--- src/ett_pkg.sv ---
`timescale 1ns / 1ps
package ett_pkg;

  // Field and datapath widths
  localparam int SAMPLE_WIDTH_DEF = 32;
  localparam int SMP_W            = 32;
  localparam int TPM_W            = 32;
  localparam int MSEC_W           = 31;
  localparam int TICK_W           = 64;
  localparam int CNT_W            = $clog2(TICK_W);

  localparam logic [TPM_W-1:0]  TPM_RST  = 32'd1000;
  localparam logic [MSEC_W-1:0] MSEC_MAX = '1;

  // Command codes
  typedef enum logic [1:0] {
    OP_START = 2'd0,
    OP_POLL  = 2'd1,
    OP_QUERY = 2'd2,
    OP_BAD   = 2'd3
  } op_t;

  // Configuration register indexes
  typedef enum logic {
    CFG_TPM = 1'b0,
    CFG_HW  = 1'b1
  } cfg_idx_t;

  // Sequencer states
  typedef enum logic [2:0] {
    S_IDLE,
    S_MUL,
    S_POLL,
    S_SUB,
    S_DIV,
    S_RESP
  } state_t;

  // Divider status toward the sequencer
  typedef struct packed {
    logic              done;
    logic [MSEC_W-1:0] quo;
  } div_res_t;

endpackage

--- src/ett_div.sv ---
`timescale 1ns / 1ps
module ett_div import ett_pkg::*; (
  input  logic              clk,
  input  logic              rst_n,
  input  logic              start,
  input  logic [TICK_W-1:0] dividend,
  input  logic [TPM_W-1:0]  divisor,
  output div_res_t          res
);

  // Last iteration and last iteration that yields a quotient bit above the msec range
  localparam logic [CNT_W-1:0] LAST_IT = CNT_W'(TICK_W - 1);
  localparam logic [CNT_W-1:0] HIGH_IT = CNT_W'(TICK_W - MSEC_W - 1);

  logic              busy_r;
  logic              done_r;
  logic              sat_r;
  logic [CNT_W-1:0]  cnt_r;
  logic [TICK_W-1:0] dvd_r;
  logic [TPM_W-1:0]  rem_r;
  logic [TPM_W-1:0]  dvs_r;
  logic [TPM_W:0]    trial;
  logic [TPM_W:0]    diff;
  logic              q_bit;

  // One restoring step: shift in the next dividend bit, try the subtract
  always_comb begin
    trial = {rem_r, dvd_r[TICK_W-1]};
    diff  = trial - {1'b0, dvs_r};
    q_bit = (trial >= {1'b0, dvs_r});
  end

  // Control
  always_ff @(posedge clk) begin
    if (!rst_n) begin
      busy_r <= 1'b0;
      done_r <= 1'b0;
    end else begin
      if (start) begin
        busy_r <= 1'b1;
        done_r <= 1'b0;
      end else if (busy_r && cnt_r == LAST_IT) begin
        busy_r <= 1'b0;
        done_r <= 1'b1;
      end else begin
        done_r <= 1'b0;
      end
    end
  end

  // Datapath: quotient bits enter the dividend register from the bottom
  always_ff @(posedge clk) begin
    if (start) begin
      dvd_r <= dividend;
      dvs_r <= divisor;
      rem_r <= '0;
      cnt_r <= '0;
      sat_r <= 1'b0;
    end else if (busy_r) begin
      dvd_r <= {dvd_r[TICK_W-2:0], q_bit};
      rem_r <= q_bit ? diff[TPM_W-1:0] : trial[TPM_W-1:0];
      cnt_r <= cnt_r + CNT_W'(1);
      if (q_bit && cnt_r <= HIGH_IT) begin
        sat_r <= 1'b1;
      end
    end
  end

  // Saturate quotients that do not fit the msec field
  always_comb begin
    res.done = done_r;
    res.quo  = sat_r ? MSEC_MAX : dvd_r[MSEC_W-1:0];
  end

endmodule

--- src/elapsed_timeout_timer_unit.sv ---
`timescale 1ns / 1ps
// Millisecond timeout timer fed by samples of a free-running tick counter.
// Input channel (in_valid/in_ready) carries a command: start (msec, sample),
// poll (sample), query remaining, or an invalid code. Every command yields
// exactly one result on the output channel (out_valid/out_ready): the expiry
// latch, remaining msec for a query, and a bad-opcode flag.
// The cfg_ port writes ticks_per_msec (index 0) and use_hw_sample (index 1);
// write it only while no command is in flight.
// Commands are handled one at a time and all arithmetic is bit serial:
//   start: shift-add multiply.
//   poll: serial add and compare.
//   query: serial subtract plus a 64-step restoring divider.
//   invalid code, poll or query while expired: result without a serial step.
// A finished result sits in the output register; the next command is taken
// while it waits, and a later result holds in its last stage until the
// output register frees up. Reset (synchronous, active low) restores
// ticks_per_msec 1000, hardware sample mode, zero counts and expired set.
module elapsed_timeout_timer_unit import ett_pkg::*; #(
  parameter int SAMPLE_WIDTH = SAMPLE_WIDTH_DEF
) (
  input  logic              clk,
  input  logic              rst_n,
  input  logic              cfg_we,
  input  logic              cfg_index,
  input  logic [TPM_W-1:0]  cfg_wdata,
  input  logic              in_valid,
  output logic              in_ready,
  input  logic [1:0]        in_opcode,
  input  logic [MSEC_W-1:0] in_msec,
  input  logic [SMP_W-1:0]  in_timer_sample,
  output logic              out_valid,
  input  logic              out_ready,
  output logic              out_expired,
  output logic [MSEC_W-1:0] out_remaining_msec,
  output logic              out_bad_opcode
);

  localparam logic [CNT_W-1:0] MUL_LAST = CNT_W'(TPM_W - 1);
  localparam logic [CNT_W-1:0] SER_LAST = CNT_W'(TICK_W - 1);

  state_t state_r, state_nxt;

  // Architectural state
  logic [TPM_W-1:0]        tpm_r;
  logic                    use_hw_r;
  logic [TICK_W-1:0]       elapsed_r;
  logic [TICK_W-1:0]       timeout_r;
  logic [SAMPLE_WIDTH-1:0] last_sample_r;
  logic                    timed_out_r;

  // Working registers
  logic [CNT_W-1:0]        cnt_r;
  logic [TICK_W-1:0]       sum_sr;
  logic [SAMPLE_WIDTH-1:0] fresh_r;
  logic [SAMPLE_WIDTH-1:0] fsh_r;
  logic [SAMPLE_WIDTH-1:0] lsh_r;
  logic                    c_r;
  logic                    bd_r;
  logic                    cb_r;
  logic                    res_bad_r;
  logic [MSEC_W-1:0]       res_rem_r;

  // Output register
  logic              out_valid_r;
  logic              out_expired_r;
  logic [MSEC_W-1:0] out_rem_r;
  logic              out_bad_r;

  op_t                     op;
  logic                    accept;
  logic                    out_load;
  logic                    div_start;
  logic [SAMPLE_WIDTH-1:0] fresh_nxt;
  logic                    in_rng;
  logic                    e_bit, t_bit, f_bit, l_bit;
  logic                    d_bit, s_bit, q_bit;
  logic                    bd_nxt, c_nxt, cb_nxt, qb_nxt, nz_nxt;
  logic [TPM_W:0]          mul_add;
  logic [TICK_W-1:0]       mul_nxt;
  div_res_t                div_res;

  assign op     = op_t'(in_opcode);
  assign accept = in_valid && in_ready;

  // New sample: the counter value, or last plus one in loop mode (zero for a start)
  always_comb begin
    if (op == OP_START) begin
      fresh_nxt = use_hw_r ? in_timer_sample[SAMPLE_WIDTH-1:0] : '0;
    end else begin
      fresh_nxt = use_hw_r ? in_timer_sample[SAMPLE_WIDTH-1:0]
                           : last_sample_r + SAMPLE_WIDTH'(1);
    end
  end

  // Serial bit slice: sample delta, elapsed sum, compare against timeout
  always_comb begin
    e_bit  = elapsed_r[0];
    t_bit  = timeout_r[0];
    f_bit  = fsh_r[0];
    l_bit  = lsh_r[0];
    in_rng = (int'(cnt_r) < SAMPLE_WIDTH);
    d_bit  = in_rng & (f_bit ^ l_bit ^ bd_r);
    bd_nxt = in_rng ? ((~f_bit & (l_bit | bd_r)) | (l_bit & bd_r)) : bd_r;
    s_bit  = e_bit ^ d_bit ^ c_r;
    c_nxt  = (e_bit & d_bit) | (e_bit & c_r) | (d_bit & c_r);
    cb_nxt = (~s_bit & (t_bit | cb_r)) | (t_bit & cb_r);
    // query: timeout minus elapsed, track borrow and nonzero
    q_bit  = t_bit ^ e_bit ^ c_r;
    qb_nxt = (~t_bit & (e_bit | c_r)) | (e_bit & c_r);
    nz_nxt = cb_r | q_bit;
  end

  // Shift-add multiply step: msec in the low half, product grows from the top
  always_comb begin
    mul_add = {1'b0, sum_sr[TICK_W-1:TPM_W]} + (sum_sr[0] ? {1'b0, tpm_r} : '0);
    mul_nxt = {mul_add, sum_sr[TPM_W-1:1]};
  end

  // Next state
  always_comb begin
    state_nxt = state_r;
    case (state_r)
      S_IDLE: begin
        if (in_valid) begin
          case (op)
            OP_START: state_nxt = S_MUL;
            OP_POLL:  state_nxt = timed_out_r ? S_RESP : S_POLL;
            OP_QUERY: state_nxt = timed_out_r ? S_RESP : S_SUB;
            default:  state_nxt = S_RESP;
          endcase
        end
      end
      S_MUL: begin
        if (cnt_r == MUL_LAST) state_nxt = S_RESP;
      end
      S_POLL: begin
        if (cnt_r == SER_LAST) state_nxt = S_RESP;
      end
      S_SUB: begin
        if (cnt_r == SER_LAST) state_nxt = (qb_nxt || !nz_nxt) ? S_RESP : S_DIV;
      end
      S_DIV: begin
        if (div_res.done) state_nxt = S_RESP;
      end
      S_RESP: begin
        if (out_load) state_nxt = S_IDLE;
      end
      default: state_nxt = S_IDLE;
    endcase
  end

  // Sequencer outputs
  always_comb begin
    in_ready  = 1'b0;
    out_load  = 1'b0;
    div_start = 1'b0;
    case (state_r)
      S_IDLE: in_ready = 1'b1;
      S_SUB:  div_start = (cnt_r == SER_LAST) && !qb_nxt && nz_nxt;
      S_RESP: out_load = !out_valid_r || out_ready;
      default: ;
    endcase
  end

  ett_div u_div (
    .clk      (clk),
    .rst_n    (rst_n),
    .start    (div_start),
    .dividend ({q_bit, sum_sr[TICK_W-1:1]}),
    .divisor  (tpm_r),
    .res      (div_res)
  );

  // State register, configuration and timer state
  always_ff @(posedge clk) begin
    if (!rst_n) begin
      state_r       <= S_IDLE;
      tpm_r         <= TPM_RST;
      use_hw_r      <= 1'b1;
      elapsed_r     <= '0;
      timeout_r     <= '0;
      last_sample_r <= '0;
      timed_out_r   <= 1'b1;
      out_valid_r   <= 1'b0;
    end else begin
      state_r <= state_nxt;
      if (cfg_we) begin
        case (cfg_idx_t'(cfg_index))
          CFG_TPM: tpm_r    <= cfg_wdata;
          CFG_HW:  use_hw_r <= cfg_wdata[0];
          default: ;
        endcase
      end
      case (state_r)
        S_MUL: begin
          if (cnt_r == MUL_LAST) begin
            timeout_r     <= mul_nxt;
            elapsed_r     <= '0;
            timed_out_r   <= 1'b0;
            last_sample_r <= fresh_r;
          end
        end
        S_POLL: begin
          // rotate; a full turn brings both counts back in place
          timeout_r <= {t_bit, timeout_r[TICK_W-1:1]};
          if (cnt_r == SER_LAST && cb_nxt) begin
            elapsed_r     <= {s_bit, sum_sr[TICK_W-1:1]};
            last_sample_r <= fresh_r;
          end else begin
            elapsed_r <= {e_bit, elapsed_r[TICK_W-1:1]};
          end
          if (cnt_r == SER_LAST && !cb_nxt) begin
            timed_out_r <= 1'b1;
          end
        end
        S_SUB: begin
          elapsed_r <= {e_bit, elapsed_r[TICK_W-1:1]};
          timeout_r <= {t_bit, timeout_r[TICK_W-1:1]};
        end
        default: ;
      endcase
      // output register
      if (out_load) begin
        out_valid_r <= 1'b1;
      end else if (out_ready) begin
        out_valid_r <= 1'b0;
      end
    end
  end

  // Working registers and result payload
  always_ff @(posedge clk) begin
    case (state_r)
      S_IDLE: begin
        if (accept) begin
          cnt_r     <= '0;
          c_r       <= 1'b0;
          bd_r      <= 1'b0;
          cb_r      <= 1'b0;
          res_bad_r <= (op == OP_BAD);
          res_rem_r <= '0;
          fresh_r   <= fresh_nxt;
          fsh_r     <= fresh_nxt;
          lsh_r     <= last_sample_r;
          sum_sr    <= {{(TICK_W - MSEC_W){1'b0}}, in_msec};
        end
      end
      S_MUL: begin
        sum_sr <= mul_nxt;
        cnt_r  <= cnt_r + CNT_W'(1);
      end
      S_POLL: begin
        sum_sr <= {s_bit, sum_sr[TICK_W-1:1]};
        fsh_r  <= fsh_r >> 1;
        lsh_r  <= lsh_r >> 1;
        c_r    <= c_nxt;
        bd_r   <= bd_nxt;
        cb_r   <= cb_nxt;
        cnt_r  <= cnt_r + CNT_W'(1);
      end
      S_SUB: begin
        sum_sr <= {q_bit, sum_sr[TICK_W-1:1]};
        c_r    <= qb_nxt;
        cb_r   <= nz_nxt;
        cnt_r  <= cnt_r + CNT_W'(1);
      end
      S_DIV: begin
        if (div_res.done) res_rem_r <= div_res.quo;
      end
      default: ;
    endcase
    if (out_load) begin
      out_expired_r <= timed_out_r;
      out_rem_r     <= res_rem_r;
      out_bad_r     <= res_bad_r;
    end
  end

  assign out_valid          = out_valid_r;
  assign out_expired        = out_expired_r;
  assign out_remaining_msec = out_rem_r;
  assign out_bad_opcode     = out_bad_r;

endmodule

--- config.mk ---
export PLATFORM = sky130hd
export DESIGN_NAME = elapsed_timeout_timer_unit
export DESIGN_NICKNAME = d
export VERILOG_FILES = /design/src/ett_pkg.sv /design/src/ett_div.sv /design/src/elapsed_timeout_timer_unit.sv
export SDC_FILE = /design/constraint.sdc
export NUM_CORES = 1
export LEC_CHECK = 0
export ABC_AREA = 1
export BUFFER_PORTS_ARGS = -buffer_cell sky130_fd_sc_hd__buf_2
export CORE_MARGIN = 1
export CORE_UTILIZATION = 60
export DETAILED_ROUTE_END_ITERATION = 8
export GPL_TIMING_DRIVEN = 0
export PLACE_DENSITY = 0.78
export SYNTH_ARGS = -nofsm -noshare
export SYNTH_HDL_FRONTEND = slang
export SYNTH_SLANG_ARGS = --single-unit
--- constraint.sdc ---
create_clock -name clk -period 10.8 [get_ports clk]
set_input_delay 1.08 -clock clk [delete_from_list [all_inputs] [get_ports clk]]
set_output_delay 1.08 -clock clk [all_outputs]
set_load 0.005 [all_outputs]
==> flow_summary.json, run 1 <==
{
  "clkPwrFrac": 0.279,
  "htreeDepth": 2,
  "outcome": "completed",
  "io_pins": 138,
  "cts_root_buf": "clkbuf_16",
  "antennaDiodeCount": 0,
  "power.switching_w": 0.00260,
  "yosysWarningCount": 0,
  "gp_congestion": 0.970,
  "syn_area_mm2": 0.0292,
  "antenna_found_initial": 1,
  "wirelength_um": 84500,
  "swShare": 0.362,
  "vias": 25488,
  "worstHoldStart": "res_rem_r[20]",
  "worstPathRequired_ps": 11040,
  "post_drt_wl_per_cell_um": 18.4,
  "syn_avg_cell_area_um2": 7.85,
  "syn_nets": 3900,
  "cp_max_fo": 73,
  "drv_slew": 0,
  "grt_pass1_vias": 24299,
  "hold_violations": 0,
  "yosysSeqAreaShare": 0.503,
  "num-nets-final": 4102,
  "layout_common_cells": "nand2_1 (1092), inv_1 (580), edfxtp_1 (330)",
  "combPwrFrac": 0.271,
  "ys_ff_latch": 569,
  "final_common_cell": "nand2_1",
  "placed_cells": 4480,
  "powerDensity_mw_per_mm2": 219,
  "io_buffers": 136,
  "design_area_mm2": 0.0327,
  "skew_ps": 17.6,
  "p_seq_frac": 0.450,
  "drive_gt1_frac": 0.0742,
  "internal_power_w": 0.00457,
  "ir_worst_vdd_mv": 0.163,
  "synth.distinct_cells": 45,
  "critPathLaunchType": "flop",
  "p_leak_nw": 14.5,
  "clk_pin_slew_ps": 60,
  "max_slew_margin": 0.349,
  "min_path_type": "reg2reg",
  "r2r_start": "timeout_r[0]",
  "async_flop_share": 0,
  "die_area_mm2": 0.0496,
  "grtUsageTotal": 0.341,
  "cts-hold-fix-buffers": 0,
  "core-area_mm2": 0.0478,
  "endpoint_kind": "flop",
  "maxCapViolations": 0,
  "initial_core_util": 0.611,
  "areaGrowthSynthToFinish_pct": 12.0,
  "fin_util": 0.684,
  "die_h_um": 223,
  "ant_nets": 0,
  "grt_pass1_wl_um": 131000,
  "fp-row-count": 80,
  "fin_cells": 4592,
  "critical_path_class": "reg2reg",
  "crit_start": "timeout_r[0]",
  "fin_crit_sh": 0.349,
  "tns_ps": 0,
  "syn_inst": 3724,
  "synth_ff_type": "edfxtp_1",
  "clk_path_buf_depth": 3,
  "clock-sinks": 569,
  "grt_max_degree": 74,
  "cts_tree": "yes",
  "worst_slew_pin_slew_ps": 974,
  "viasPerCell": 5.55,
  "die_w_um": 223,
  "clock.fmax_mhz": 265,
  "clkLatencyLatePin_ps": 630,
  "arrival_ps": 4010,
  "grt_overflow": 0,
  "cts_resized": 0,
  "period_minus_slack_ps": 3770,
  "hpwl_um": 64300,
  "route.detailed.drc": 0,
  "cts_setup_buffers": 0,
  "drtPass1Iterations": 6,
  "drt_iter0_drc": 2359,
  "cts_buffers": 59,
  "rsz0062_at_grt": "no",
  "setup_viol": 0,
  "synth-edff-count": 330,
  "dpl_cell_area_mm2": 0.0308
}
## per-layer routing
layer | share of wire | vias up | routed length [um] | global-route usage
met5 | 0.00015 | - | 13 | 0
met1 | 0.40 | 11657 | 34200 | 0.431
li1 | - | 12514 | - | -
met3 | 0.082 | 226 | 6970 | 0.0592
met4 | 0.049 | 2 | 4130 | 0.169
met2 | 0.46 | 1089 | 39200 | 0.566
## synthesized netlist by cell type, types with 11 or more instances
library cell,number,area share
buf_2,32,0.0055
nand2_1,1092,0.14
edfxtp_1,330,0.34
a31oi_1,60,0.013
inv_1,580,0.075
dfxtp_1,239,0.16
clkbuf_1,105,0.013
o22ai_1,23,0.0049
nand4_1,13,0.0028
o221ai_1,28,0.0084
a211oi_1,29,0.0075
nor2_1,282,0.036
a21oi_1,149,0.026
buf_1,11,0.0014
nand3b_1,23,0.0059
xor2_1,36,0.011
nand3_1,183,0.031
o211ai_1,31,0.0080
xnor2_1,15,0.0045
o21ai_0,301,0.052
nor3_1,23,0.0039
ha_1,68,0.029
## worst paths after layout
| check | end | slack (ps) | cells after the start |
|---|---|---|---|
| min | out_remaining_msec[20] | 420 | 0 |
| max reg2reg | u_div.dvd_r[10] | 7030 | 8 |
| min reg2reg | out_remaining_msec[20] | 420 | 0 |
| max | u_div.dvd_r[10] | 7030 | 8 |
## cell type report
| cell class | instances | area (um2) |
|---|---|---|
| Clock buffer | 84 | 1670 |
| Sequential cell | 569 | 14700 |
| Multi-Input combinational cell | 2412 | 11700 |
| Tap cell | 615 | 769 |
| Fill cell | 4078 | 15100 |
| Clock inverter | 28 | 224 |
| Buffer | 152 | 626 |
| Timing Repair Buffer | 141 | 796 |
| Inverter | 591 | 2220 |
## cells by family after synthesis
| kind of cell | after synthesis | synth area share |
|---|---|---|
| AO/OA/AOI/OAI | 649 | 0.126 |
| XOR/XNOR | 51 | 0.0153 |
| AND/OR/NAND/NOR | 1639 | 0.226 |
| flip-flops | 569 | 0.503 |
| buffers and inverters | 743 | 0.0973 |
| adder cells (fa/ha/maj) | 73 | 0.0325 |
## state kept, by name (all words and copies together) (netlist names), 3 cells and up
signal / cells
u_div.dvd_r: 64
u_div.rem_r: 32
cnt_r: 6
lsh_r: 32
res_rem_r: 31
elapsed_r: 64
sum_sr: 64
last_sample_r: 32
fsh_r: 32
u_div.cnt_r: 6
state_r: 3
u_div.dvs_r: 32
fresh_r: 32
out_remaining_msec: 31
timeout_r: 64
tpm_r: 32
## power groups by stage
stage / registers, W / clock network [W] / logic, W
2_1_floorplan: 0.00314 / 0 / 0.00124
3_3_place_gp: 0.00331 / 0 / 0.00180
3_5_place_dp: 0.00325 / 0 / 0.00190
4_1_cts: 0.00321 / 0.00201 / 0.00191
5_1_grt: 0.00326 / 0.00209 / 0.00213
6_report: 0.00323 / 0.00200 / 0.00194
## through the flow
stage	hold slack [ps]	total power [W]	setup WS [ps]
6_report	417	0.00717	7030
5_1_grt	422	0.00747	6840
2_1_floorplan	400	0.00438	4370
3_3_place_gp	401	0.00510	2420
3_5_place_dp	405	0.00515	7200
4_1_cts	419	0.00714	7180
## critical path, cell delays in order (launching register included)
cell and delay (ps):
dfxtp_1 300, inv_1 140, fa_1 520, inv_1 100, o21ai_0 180, nor3_4 720, nor2_1 380, inv_1 230
buf_4 770
No activity file was read; power rests on OpenSTA's default activity.
==> inputs of run 2 (changes only) <==
Clock period 10.8 ns to 3.87 ns, I/O delays scaled along.
==> run 2 against run 1 <==
Global-route usage increased by 1.4 points. Hold slack lost 410 ps. Critical path depth unchanged. Final area rose by 0.80%. Sequential power grew to 2.8 times the previous value. Maximum frequency up 9.9%. Non-clock buffer count rose by 19. Register-to-register slack lost 6600 ps. First-iteration DRC count grew 21%. Largest cell class unchanged.
==> flow_summary.json, run 2 (synthesized netlist as in run 1, its figures left out) <==
{
  "maxCapViolations": 0,
  "ir_worst_vdd_mv": 0.426,
  "viasPerCell": 5.71,
  "combPwrFrac": 0.273,
  "drive_gt1_frac": 0.0744,
  "route.detailed.drc": 0,
  "dpl_worst_slack_ps": 458,
  "layout_common_cells": "nand2_1 (1092), inv_1 (580), edfxtp_1 (330)",
  "p_leak_nw": 14.7,
  "worstHoldStart": "cfg_wdata[3]",
  "critPathMaxStageDelay_ps": 790,
  "cts_buffers": 57,
  "fin_cells": 4607,
  "power.switching_w": 0.00739,
  "cp_max_fo": 41,
  "fp-row-count": 80,
  "cts_resized": 0,
  "clk_path_buf_depth": 3,
  "critPathLaunchType": "flop",
  "period_minus_slack_ps": 3430,
  "worstPathCellList": "inv_1, fa_1, inv_1, o21ai_0, nor3_4, buf_2, buf_2, o21ai_0",
  "final_common_cell": "nand2_1",
  "seq_area_mm2": 0.0147,
  "endpoint_kind": "flop",
  "crit_family": "buffers and inverters",
  "hold_violations": 0,
  "gp_congestion": 1.01,
  "p_seq_frac": 0.441,
  "rsz0062_at_grt": "no",
  "grt_max_degree": 70,
  "clock.fmax_mhz": 292,
  "die_area_mm2": 0.0496,
  "swShare": 0.362,
  "antennaDiodeCount": 0,
  "clk_pin_slew_ps": 70,
  "r2r_start": "timeout_r[0]",
  "drtPass1Iterations": 7,
  "rrSetupSlack_ps": 440,
  "fin_ws_ps": 441,
  "hold_path_depth": 3,
  "io_pins": 138,
  "arrival_ps": 3780,
  "drv_slew": 0,
  "vias": 26327,
  "num-nets-final": 4119,
  "r2r-end": "u_div.dvd_r[30]",
  "io_buffers": 136,
  "fin_crit_sh": 0.886,
  "post_drt_wl_per_cell_um": 19.4,
  "skew_ps": 40.7,
  "wirelength_um": 89300,
  "die_h_um": 223,
  "clkLatencyLatePin_ps": 650,
  "placed_cells": 4482,
  "areaGrowthSynthToFinish_pct": 12.9,
  "antenna_found_initial": 0,
  "powerDensity_mw_per_mm2": 618,
  "internal_power_w": 0.0130,
  "grt_pass1_vias": 24019,
  "crit_buf_inv": 4,
  "clock-sinks": 569,
  "drt_iter0_drc": 2847,
  "initial_core_util": 0.611,
  "die_w_um": 223,
  "critical_path_class": "reg2reg",
  "slowest_stage": "buf_2",
  "cts_tree": "yes",
  "grt_pass1_wl_um": 135000,
  "fill_cells": 4014,
  "worst_slew_pin_slew_ps": 1250,
  "grt_overflow": 0,
  "worstPathRequired_ps": 4220,
  "multi_input_area_mm2": 0.0117,
  "grtUsageTotal": 0.356,
  "clkPwrFrac": 0.286,
  "cts_root_buf": "clkbuf_16",
  "setup_viol": 0,
  "worstRegToRegCells": 8,
  "outcome": "completed",
  "min_path_type": "in2reg",
  "htreeDepth": 2,
  "hold_end": "tpm_r[3]",
  "ant_nets": 0,
  "core-area_mm2": 0.0478,
  "hpwl_um": 66500,
  "max_slew_margin": 0.164
}
## run 2: cell type report
cell class                 count  share of cell area
clock buffer                  79              0.0479
timing repair buffer         160              0.0301
multi-input combinational   2412               0.355
buffer                       152              0.0190
sequential                   569               0.445
tap                          615              0.0233
inverter                     591              0.0672
clock inverter                29              0.0117
## run 2: per-layer routing
metal / part of all wire / GRT usage / routed length (um)
met5: 0 / 0 / 0
met4: 0.042 / 0.153 / 3770
met2: 0.44 / 0.548 / 39300
met1: 0.41 / 0.499 / 37100
met3: 0.10 / 0.0553 / 9200
## run 2: per-stage QoR
step,area [um2],hold slack [ps],utilization,setup TNS (ps),total power (W)
after floorplan,29200,400,-,0,0.0122
after global placement,30700,400,0.641,-27680,0.0142
after detailed placement,30900,405,0.645,0,0.0144
after CTS,33000,1.35,0.689,0,0.0202
after global routing,33000,18.6,0.689,0,0.0211
final,33000,6.10,0.689,0,0.0204
## run 2: power by group through the flow
stage	clock network [W]	registers (W)	logic [W]
finish	0.00584	0.00899	0.00558
CTS	0.00583	0.00895	0.00546
detailed placement	0	0.00905	0.00538
global route	0.00604	0.00906	0.00605
global placement	0	0.00911	0.00510
floorplan	0	0.00869	0.00346
## run 2: worst min-delay path, delay by kind of cell
family	cells	cell delay (ps)
buf+inv	1	100
simple gates	2	110
## run 2: worst max path at each step
stage,from,to,cells past startpoint
final,timeout_r[0],u_div.dvd_r[30],8
after floorplan,state_r[0],bd_r,5
after global placement,state_r[0],bd_r,5
after global routing,timeout_r[0],u_div.dvd_r[31],8
after detailed placement,timeout_r[0],u_div.dvd_r[31],8
after CTS,timeout_r[0],u_div.dvd_r[30],8
## run 2: repair_timing
item | 4_1_cts | 5_1_grt
setup buffers | 0 | 0
hold endpoints to repair | 17 | 0
hold buffers | 17 | 0
endpoints found under the setup margin | 0 | 0
